**config.mk**
```make
export PLATFORM = sky130hd
export DESIGN_NAME = rgb_to_overlay_pixel_pack
export DESIGN_NICKNAME = d
export VERILOG_FILES = /design/src/hw/rtl/rop_pkg.sv /design/src/hw/rtl/rgb_to_overlay_pixel_pack.sv /design/src/hw/rtl/rop_lane.sv /design/src/hw/rtl/rop_merge.sv
export SDC_FILE = /design/constraint.sdc
export NUM_CORES = 1
export LEC_CHECK = 0
export ABC_AREA = 1
export BUFFER_PORTS_ARGS = -buffer_cell sky130_fd_sc_hd__clkbuf_2
export CAP_MARGIN = 20
export CORE_ASPECT_RATIO = 0.8
export CORE_MARGIN = 4
export CORE_UTILIZATION = 45
export CTS_BUF_LIST = sky130_fd_sc_hd__clkbuf_8
export DETAILED_ROUTE_END_ITERATION = 8
export PLACE_DENSITY = 0.67
export SLEW_MARGIN = 0
export SYNTH_ARGS = -nofsm -noshare
export SYNTH_HDL_FRONTEND = slang
export SYNTH_SLANG_ARGS = --single-unit
```
**constraint.sdc**
```tcl
create_clock -name i_clk -period 8.3 [get_ports i_clk]
set_input_delay 0.83 -clock i_clk [delete_from_list [all_inputs] [get_ports i_clk]]
set_output_delay 0.83 -clock i_clk [all_outputs]
set_load 0.02 [all_outputs]
```
**src/hw/rtl/rop_pkg.sv**
```systemverilog
// Package for the overlay pixel-pair packer: payload structs, format codes,
// colour coefficients, the per-lane result type and pipe control. No dependencies.
package rop_pkg;

    localparam int unsigned PIX_W = 32;
    localparam int unsigned FMT_W = 3;

    localparam logic [FMT_W-1:0] FMT_PASS32 = 3'd0;
    localparam logic [FMT_W-1:0] FMT_YUY2   = 3'd1;
    localparam logic [FMT_W-1:0] FMT_UYVY   = 3'd2;
    localparam logic [FMT_W-1:0] FMT_RGB555 = 3'd3;
    localparam logic [FMT_W-1:0] FMT_RGB565 = 3'd4;

    localparam logic [16:0] Y_R_COEF = 17'd74;
    localparam logic [16:0] Y_G_COEF = 17'd151;
    localparam logic [16:0] Y_B_COEF = 17'd36;
    localparam logic [15:0] U_R_COEF = 16'd36;
    localparam logic [15:0] U_G_COEF = 16'd74;
    localparam logic [15:0] U_B_COEF = 16'd110;
    localparam logic [15:0] V_R_COEF = 16'd92;
    localparam logic [15:0] V_G_COEF = 16'd74;
    localparam logic [15:0] V_B_COEF = 16'd18;
    localparam logic [15:0] CHROMA_OFS = 16'd32768;

    typedef struct packed {
        logic [PIX_W-1:0] first_pixel;
        logic [PIX_W-1:0] second_pixel;
    } t_in_req;

    typedef struct packed {
        logic [PIX_W-1:0] low_word;
        logic [PIX_W-1:0] high_word;
        logic [1:0]       word_count;
    } t_out_req;

    typedef struct packed {
        logic [7:0]  y;
        logic [7:0]  u;
        logic [7:0]  v;
        logic [15:0] p555;
        logic [15:0] p565;
    } t_lane_res;

    typedef struct packed {
        logic advance;
        logic s1_valid;
    } t_pipe_ctl;

endpackage

```
**src/hw/rtl/rgb_to_overlay_pixel_pack.sv**
```systemverilog
// Top level of the overlay pixel-pair packer: format register, two pixel
// lanes and the merge stage. Depends on rop_pkg, rop_lane and rop_merge.
//
// Channel   Direction  Handshake            Payload
// in        input      i_in_valid/o_in_stall  i_in_data  (rop_pkg::t_in_req)
// out       output     o_out_valid/i_out_stall o_out_data (rop_pkg::t_out_req)
// cfg       input      i_cfg_valid/o_cfg_ready i_cfg_data (output format)
//
// Each request passes two registered stages: the lanes register it at the accepting
// edge and the merge stage loads its result into the output register when the pipe
// next advances. One request is taken every cycle while the output is not stalled.
// The lanes and the output register advance together whenever the output
// register is empty or being taken; the input stalls only while a held result
// is stalled downstream. Reset clears the valid flags and sets pass32 format.
module rgb_to_overlay_pixel_pack (
    input  logic                      i_clk,
    input  logic                      i_rst_n,
    input  logic                      i_in_valid,
    output logic                      o_in_stall,
    input  rop_pkg::t_in_req          i_in_data,
    output logic                      o_out_valid,
    input  logic                      i_out_stall,
    output rop_pkg::t_out_req         o_out_data,
    input  logic                      i_cfg_valid,
    output logic                      o_cfg_ready,
    input  logic [rop_pkg::FMT_W-1:0] i_cfg_data
);

    logic [rop_pkg::FMT_W-1:0] r_format;
    logic                      r_s1_valid;
    rop_pkg::t_in_req          r_raw;
    rop_pkg::t_lane_res        lane0_res;
    rop_pkg::t_lane_res        lane1_res;
    rop_pkg::t_pipe_ctl        ctl;
    logic                      advance;
    logic                      load;

    assign advance     = !(o_out_valid && i_out_stall);
    assign o_in_stall  = !advance;
    assign load        = advance && i_in_valid;
    assign o_cfg_ready = 1'b1;

    always_ff @(posedge i_clk) begin
        if (!i_rst_n) begin
            r_format <= rop_pkg::FMT_PASS32;
        end else if (i_cfg_valid) begin
            r_format <= i_cfg_data;
        end
    end

    always_ff @(posedge i_clk) begin
        if (!i_rst_n) begin
            r_s1_valid <= 1'b0;
        end else if (advance) begin
            r_s1_valid <= i_in_valid;
        end
    end

    always_ff @(posedge i_clk) begin
        if (load) begin
            r_raw <= i_in_data;
        end
    end

    rop_lane u_lane0 (
        .i_clk   (i_clk),
        .i_en    (load),
        .i_pixel (i_in_data.first_pixel),
        .o_res   (lane0_res)
    );

    rop_lane u_lane1 (
        .i_clk   (i_clk),
        .i_en    (load),
        .i_pixel (i_in_data.second_pixel),
        .o_res   (lane1_res)
    );

    assign ctl.advance  = advance;
    assign ctl.s1_valid = r_s1_valid;

    rop_merge u_merge (
        .i_clk    (i_clk),
        .i_rst_n  (i_rst_n),
        .i_ctl    (ctl),
        .i_format (r_format),
        .i_lane0  (lane0_res),
        .i_lane1  (lane1_res),
        .i_raw    (r_raw),
        .o_valid  (o_out_valid),
        .o_data   (o_out_data)
    );

endmodule

```
**src/hw/rtl/rop_lane.sv**
```systemverilog
// One pixel lane: converts a 0x00BBGGRR pixel to Y, U, V and to RGB555/565.
// Results are registered. Depends on rop_pkg.
module rop_lane (
    input  logic                     i_clk,
    input  logic                     i_en,
    input  logic [rop_pkg::PIX_W-1:0] i_pixel,
    output rop_pkg::t_lane_res       o_res
);

    logic [7:0]         red;
    logic [7:0]         grn;
    logic [7:0]         blu;
    logic [16:0]        y_sum;
    logic [15:0]        u_sum;
    logic [15:0]        v_sum;
    rop_pkg::t_lane_res n_res;
    rop_pkg::t_lane_res r_res;

    assign red = i_pixel[7:0];
    assign grn = i_pixel[15:8];
    assign blu = i_pixel[23:16];

    always_comb begin
        y_sum = rop_pkg::Y_R_COEF * {9'd0, red} + rop_pkg::Y_G_COEF * {9'd0, grn}
              + rop_pkg::Y_B_COEF * {9'd0, blu};
        u_sum = rop_pkg::CHROMA_OFS + rop_pkg::U_B_COEF * {8'd0, blu}
              - rop_pkg::U_R_COEF * {8'd0, red} - rop_pkg::U_G_COEF * {8'd0, grn};
        v_sum = rop_pkg::CHROMA_OFS + rop_pkg::V_R_COEF * {8'd0, red}
              - rop_pkg::V_G_COEF * {8'd0, grn} - rop_pkg::V_B_COEF * {8'd0, blu};
        n_res.y    = y_sum[16] ? 8'hFF : y_sum[15:8];
        n_res.u    = u_sum[15:8];
        n_res.v    = v_sum[15:8];
        n_res.p555 = {1'b0, red[7:3], grn[7:3], blu[7:3]};
        n_res.p565 = {red[7:3], grn[7:2], blu[7:3]};
    end

    always_ff @(posedge i_clk) begin
        if (i_en) begin
            r_res <= n_res;
        end
    end

    assign o_res = r_res;

endmodule

```
**src/hw/rtl/rop_merge.sv**
```systemverilog
// Merge stage: averages the chroma of both lanes and packs the result word
// (two words in pass32) for the selected format into the output register. Depends on rop_pkg.
module rop_merge (
    input  logic                      i_clk,
    input  logic                      i_rst_n,
    input  rop_pkg::t_pipe_ctl        i_ctl,
    input  logic [rop_pkg::FMT_W-1:0] i_format,
    input  rop_pkg::t_lane_res        i_lane0,
    input  rop_pkg::t_lane_res        i_lane1,
    input  rop_pkg::t_in_req          i_raw,
    output logic                      o_valid,
    output rop_pkg::t_out_req         o_data
);

    logic [8:0]        u_pair;
    logic [8:0]        v_pair;
    logic [7:0]        uc;
    logic [7:0]        vc;
    rop_pkg::t_out_req n_data;
    rop_pkg::t_out_req r_data;
    logic              r_valid;

    always_comb begin
        u_pair = {1'b0, i_lane0.u} + {1'b0, i_lane1.u};
        v_pair = {1'b0, i_lane0.v} + {1'b0, i_lane1.v};
        uc     = u_pair[8:1];
        vc     = v_pair[8:1];
        n_data.high_word  = '0;
        n_data.word_count = 2'd1;
        case (i_format)
            rop_pkg::FMT_PASS32: begin
                n_data.low_word   = i_raw.first_pixel;
                n_data.high_word  = i_raw.second_pixel;
                n_data.word_count = 2'd2;
            end
            rop_pkg::FMT_YUY2: begin
                n_data.low_word = {vc, i_lane1.y, uc, i_lane0.y};
            end
            rop_pkg::FMT_UYVY: begin
                n_data.low_word = {i_lane1.y, vc, i_lane0.y, uc};
            end
            rop_pkg::FMT_RGB555: begin
                n_data.low_word = {i_lane1.p555, i_lane0.p555};
            end
            default: begin
                n_data.low_word = {i_lane1.p565, i_lane0.p565};
            end
        endcase
    end

    always_ff @(posedge i_clk) begin
        if (!i_rst_n) begin
            r_valid <= 1'b0;
        end else if (i_ctl.advance) begin
            r_valid <= i_ctl.s1_valid;
        end
    end

    always_ff @(posedge i_clk) begin
        if (i_ctl.advance && i_ctl.s1_valid) begin
            r_data <= n_data;
        end
    end

    assign o_valid = r_valid;
    assign o_data  = r_data;

endmodule
```
After elaboration in Yosys (flattened, before gate mapping)
Index checks and enable logic that the tools add are counted. Widths: inputs -> output; s select.

Output and inout bits: 69. Register bits: 245.

Muxes and demuxes: 2. Eq/ne operators: 3. Multipliers: 16. Add/sub/neg operators: 18. Reduce and logical (&&, ||, !) cells: 5.

Operators with widths (number): $pmux 32 s4 (1); $mul 6x8->14 const A (6); $mul 4x8->12 const A (6); $add 16x15->16 const A (4); $sub 16x15->16 (4); $add 15x16->17 (2); $add 17x14->17 (2); $mul 8x8->16 const A (2); $sub 16x13->16 (2); $sub 16x14->16 (2); $mul 5x8->13 const A (2); $add 8x8->9 (2); $eq 3x2->1 const B (2); $eq 3x1->1 const B (1); $logic_and 1x1->1 (3); $logic_not 3->1 (1); $mux 2 (1); $logic_not 1->1 (1).

Longest topological paths before layout
Gate-level depths: netlist of the first run.

Depth after elaboration: 4. Depth in mapped cells: 26. Gate-level depth less buffers: 26.

Cells and area by module
A second synthesis of the first run with hierarchy kept.

Cell total of the unflattened synthesis: 2915. Area total of the unflattened synthesis: 24793.8 um^2.

By module, submodules not included: rop_lane (u_lane0) (cells each 1167, area each 9281.4 um^2, instances 1, seq. area each 1201.2 um^2); rop_lane (u_lane1) (cells each 1164, area each 9255.1 um^2, instances 1, seq. area each 1201.2 um^2); rop_merge (cells each 497, area each 4165.2 um^2, instances 1, seq. area each 2001.9 um^2); rgb_to_overlay_pixel_pack (cells each 87, area each 2092.0 um^2, instances 1, seq. area each 2001.9 um^2).

Worst setup path before layout of the first run
No wires, ideal clock.

Path type: in2reg. Start point: input i_in_data[17] in the netlist's numbering. End point: register u_lane1.r_res (netlist bit u_lane1.o_res[51]) (data pin). Arrival time: 5.150 ns. Library setup time: 0.263 ns. Path slack: 2.887 ns. Required time: 8.037 ns. Buffers on the path: 0. Stages on the path: 21. Cell sequence: ha_1 > ha_1 > fa_1 > xor2_1 > ha_1 > ha_1 > fa_1 > fa_1 > inv_1 > fa_1 > inv_1 > ha_1 > nand2_1 > inv_1 > nand2_1 > nor3_1 > nand2_1 > nand2_1 > nand2_1 > nand2_2 > nand3_1.

Longest elaborated chain between the ends: 2.

Ends and longest elaborated chain: start, declared (line rgb_to_overlay_pixel_pack.sv:20) `input rop_pkg::t_in_req i_in_data,`; $mul 4x8->12 (line rop_lane.sv:25) `+ rop_pkg::Y_B_COEF * {9'd0, blu};`; $add 17x14->17 (line rop_lane.sv:25); end signal, assigned (line rop_lane.sv:39) `r_res <= n_res;`; end, declared (line rop_lane.sv:17) `rop_pkg::t_lane_res r_res;`.

Every way passes these cells. A chain may end at the register's enable or synchronous reset.

Worst setup path in the final report of the first run
Start point: input i_in_data[49] in the netlist's numbering. End point: register u_lane0.r_res (netlist bit u_lane0.o_res[53]) (data pin).

Longest elaborated chain between the ends: 2.

Ends and longest elaborated chain (line): $mul 4x8->12 (rop_lane.sv:25); $add 17x14->17 (rop_lane.sv:25); end signal, assigned (rop_lane.sv:39); end, declared (rop_lane.sv:17).

Every way passes these cells.

==> results.cfg, run 1 <==
[status]
status = complete, no violations

[yosys]
netlist_area_sq_mm = 0.0232
synth_top_family_by_area = adder cells
synthSimpleGateAreaFrac_pct = 17.1
synthMuxAreaShare_pct = 0
yosysTopAreaCell = edfxtp_1
yosysSeqAreaShare_pct = 23.5
synth-edff-count = 178
ys.flop_type = edfxtp_1
syn_avg_cell_area_sq_um = 8.37
synth_fp_nets = 3422
ys_types = 36
synth-xor-area-share_pct = 4.08
synth_seq_cells = 183
synthAdderAreaFrac_pct = 37.4
yosys.area.top_type_share_pct = 23.1
async_flop_share_pct = 0
synth_most_common_cell = inv_1
yosys-top-cells-count = 674 x inv_1, 545 x nand2_1, 386 x ha_1
ys_warn_count = 0
synth_compound_area_share_pct = 6.46
postSynthCellCount = 2772
yosys-top-cells-area = edfxtp_1 23%, ha_1 21%, fa_1 17%, inv_1 11%, nand2_1 8.8%

[layout]
syn2layout_area_growth_pct = 7.83
fillers = 4838
finish.utilization_pct = 49.0
seqCellArea_sq_mm = 0.00545
fin_cells = 3610
drive_gt1_share_pct = 6.25
diodes = 0
multi_input_area_sq_mm = 0.0151
nets = 3564

[power_and_ir_drop]
powerDensity_mw_per_mm2 = 428
vdd_drop_max_uv = 231
p_leak_nw = 13.4

[critical_path]
required_ns = 8.53
endpoint_kind = flop
start_kind = input pin
critical_path_class = in2reg
cp_max_fo = 8
arrival_ns = 5.90

[global_route]
grt.total_usage_pct = 22.8
antenna_found_initial = 0
grt_max_degree = 67
grt.overflow.total = 0
grt_pass1_vias = 18300
grt_pass1_wl_um = 98600

[routing]
drtIter0Drc = 1556
antenna_left = 0
vias = 18700
wirelength_um = 62500
dr.pass1.iters = 6
vias_per_cell = 5.18
drc = 0
post_drt_wl_per_cell_um = 17.3

[sta]
rsz0062_at_grt = no
hold_viol_final = 0
timing.fmax_mhz = 176
timing.hold.ws_ns = 0.485
skew_ns = 0.0135
fin_crit_sh_pct = 68.3
fin_tns_setup_ns = 0
slew_headroom_pct = 27.2
worst_slew_pin_slew_ns = 1.09
fin_ws_ns = 2.63
report.final.slew_viol_count = 0
setup_violations = 0
min_period_ns = 5.67

[placed_design]
globalplace.congestion = 0.935
hpwl_um = 52900
post-place-ws_ns = 2.14
io_buffer_count = 139
place_inst = 3579

[min_path]
hold_path.class = reg2reg

[floorplan]
die_h_um = 211
die_area_sq_mm = 0.0552
die_x_um = 262
start_util_pct = 45.5
core_sq_mm = 0.0510
io_pins = 141
row_count = 74

[cts]
clk_latency_ns = 0.48
cts.sinks = 183
cts_tree = yes
cts.reportedPaths.clkPinSlew_ns = 0.10
cts_hold_buffers = 0
root_buffer = clkbuf_8
max-clock-path-buffers = 2
cts_setup_buffers = 0
htreeDepth = 4
cts-resized-gates = 0
numCtsBuffers = 17

[job]
drv_cap = 0
## critical path: stages
cell and delay (ns):
clkbuf_2 0.21, ha_1 0.35, ha_1 0.23, fa_1 0.46
xor2_1 0.32, ha_1 0.31, ha_1 0.33, fa_1 0.48
fa_1 0.56, inv_1 0.06, fa_1 0.53, inv_1 0.04
ha_1 0.36, nand2_1 0.08, inv_1 0.12, nand2_1 0.07
nor3_1 0.13, nand2_1 0.10, nand2_1 0.08, nand2_1 0.08
nand2_4 0.11, nand3_1 0.08
## cell usage in the layout, fill, tap and decap left out, drive strengths merged, types with 4 or more instances in the layout
master   count
a22oi       13
nand3      163
or2          4
edfxtp     178
nor2       140
xnor2       28
xor2        80
inv        687
nand2      548
nand3b       6
and2         5
o211ai       4
clkbuf     156
o2111ai      7
nand4       50
nor3        22
dfxtp        5
o21ai       61
ha         386
a21oi      136
fa         192
a31oi       15
o21bai      17
a21o        11
## power breakdown
part           internal (mW)  total (mW)  switching (mW)
Sequential              1.53        1.64           0.107
Clock                  0.239       0.590           0.351
Combinational           3.04        8.46            5.42
## layout make-up
type / count / share of cell area (%)
Sequential cell: 183 / 21.8
Clock buffer: 17 / 0.936
Clock inverter: 14 / 0.505
Timing Repair Buffer: 141 / 2.84
Multi-Input combinational cell: 1892 / 60.3
Tap cell: 684 / 3.42
Inverter: 679 / 10.2
## routing by layer
layer	global-route usage [%]	share of wire (%)	vias up
met5	0	0	-
met4	4.45	1.6	0
met3	4.34	8.0	69
met2	34.0	42	668
met1	34.8	48	8839
li1	-	-	9122
## state kept, by name, indices dropped and copies added, names as in the netlist
signal,cells
u_lane0.o_res,24
u_lane1.o_res,24
r_format,3
r_s1_valid,1
u_merge.o_valid,1
r_raw,64
u_merge.o_data,66
## stage by stage
step / power, mW / area [sq um]
floorplan: 7.91 / 23200
global placement: 9.95 / 24600
CTS: 10.7 / 25000
finish: 10.7 / 25000
detailed placement: 10.0 / 24600
global route: 12.0 / 25000
## kinds of logic (layout without fill, tap and decap cells)
logic type                 count (synthesis)  in the layout
adders and majority gates                578            578
AOI/OAI and AO/OA                        266            266
buffers and inverters                    697            851
xor gates and xnor gates                 108            108
other                                      1              1
DFF                                      183            183
and+or+nand+nor                          939            939
## final timing paths
check | slack, ns | end | startpoint | depth (start not counted)
worst max-delay path | 2.63 | u_lane0.o_res[53] | i_in_data[49] | 22
worst min register to register | 0.48 | r_s1_valid | r_s1_valid | 2
worst max register to register | 5.66 | u_merge.o_data[57] | r_format[2] | 7
worst min-delay path | 0.48 | r_s1_valid | r_s1_valid | 2
No activity file was read; power rests on OpenSTA's default activity.
==> inputs of run 2 (changes only) <==
- PLACE_DENSITY: 0.67 -> 0.69
- clock period: 8.3 -> 4.6 ns (I/O delays scaled with it)
==> results.cfg, run 2 (same netlist as run 1, synthesis figures left out) <==
[sta]
report.final.slew_viol_count = 0
fin_tns_setup_ns = 0
hold_viol_final = 0
timing.hold.ws_ns = 0.118
fin_ws_ns = 0.0805
fin_crit_sh_pct = 98.3
worst_slew_pin_slew_ns = 0.763
rsz0062_at_grt = yes
skew_ns = 0.0253
slew_headroom_pct = 49.0
timing.fmax_mhz = 221
min_period_ns = 4.52
setup_violations = 0

[cts]
root_buffer = clkbuf_8
numCtsBuffers = 17
clk_latency_ns = 0.51
cts_tree = yes
cts.sinks = 183
htreeDepth = 4
max-clock-path-buffers = 2
cts.reportedPaths.clkPinSlew_ns = 0.11

[placed_design]
hpwl_um = 60200
io_buffer_count = 139
place_inst = 3954
globalplace.congestion = 0.989
post-place-ws_ns = -0.627

[floorplan]
io_pins = 141
die_h_um = 211
die_area_sq_mm = 0.0552
start_util_pct = 45.5
core_sq_mm = 0.0510
row_count = 74
die_x_um = 262

[critical_path]
cp_max_fo = 4
reg2reg_depth = 6
arrival_ns = 4.78
endpoint_kind = flop
required_ns = 4.86
critical_path_class = in2reg
start_kind = input pin

[layout]
nets = 3945
largest_register_ffs = 66
multi_input_area_sq_mm = 0.0163
fillers = 4577
drive_gt1_share_pct = 22.8
syn2layout_area_growth_pct = 25.6
layout_commonest_cell = inv_1
diodes = 0
seqCellArea_sq_mm = 0.00545
most-common-layout-cells = 652 x inv_1, 522 x nand2_1, 379 x buf_4
fin_cells = 3992

[routing]
vias = 20500
post_drt_wl_per_cell_um = 17.6
drc = 0
wirelength_um = 70300
drtIter0Drc = 1775
vias_per_cell = 5.13
antenna_left = 0
dr.pass1.iters = 8

[min_path]
holdPathStages = 1
hold_path.class = in2reg

[job]
drv_cap = 0

[status]
status = complete, no violations

[global_route]
grt_pass1_vias = 20000
grt.overflow.total = 0
antenna_found_initial = 2
grt_max_degree = 65
grt_pass1_wl_um = 109000
grt.total_usage_pct = 25.2
-- run 2: cell types whose count changed in the layout (fill, tap and decap cells not counted), sizes merged --
cell,before,now
bufinv,1,0
clkbuf,156,148
buf,2,391
clkinv,3,8
inv,687,684
-- run 2: final timing paths --
kind                startpoint                 end  slack [ns]
min reg2reg         r_s1_valid          r_s1_valid        0.50
max              i_in_data[20]   u_lane1.o_res[49]        0.08
min              i_in_data[56]           r_raw[56]        0.12
max reg2reg  u_lane1.o_res[45]  u_merge.o_data[49]        2.44
-- run 2: area by class of cell --
class	instances	area share (%)
clock inverter	15	0.429
multi-input combinational	1892	55.9
inverter	679	8.76
timing repair buffer	522	12.5
clock buffer	17	0.803
tap	684	2.94
sequential	183	18.7
-- run 2: metrics by stage --
stage,utilization (%),instance area (sq um)
floorplan,-,23500
detailed placement,54.4,27800
finish,57.1,29100
global route,57.1,29100
global placement,54.4,27800
CTS,55.3,28200
-- run 2: worst max-delay path, stage by stage --
cell and delay, ns:
clkbuf_4 0.15, ha_4 0.23, ha_4 0.16, fa_2 0.36
xor2_2 0.24, ha_4 0.25, ha_4 0.26, fa_1 0.42
fa_1 0.49, inv_1 0.06, fa_2 0.59, inv_2 0.05
ha_4 0.22, buf_4 0.15, nand2_1 0.05, nand2_1 0.06
o21bai_1 0.17, a21oi_1 0.16, xor2_1 0.17, nand2_1 0.07
-- run 2: per-layer routing --
layer / up-vias / track usage (%) / share of wire (%)
li1: 9875 / - / -
met1: 9825 / 39.6 / 49
met2: 720 / 37.3 / 42
met3: 73 / 4.31 / 7.9
met4: 2 / 3.50 / 1.0
met5: - / 0 / 0.028
-- run 2: repair_timing --
action / in CTS / in global routing
setup buffers: 0 / 6
pin swaps: 6 / 71
hold buffers: 0 / 0
gates resized for setup: 14 / 187
endpoints found under the setup margin: 19 / 37
Power of run 2 is not shown: default switching activity piles up to over one toggle a cycle in this logic, so the estimate is an artifact.
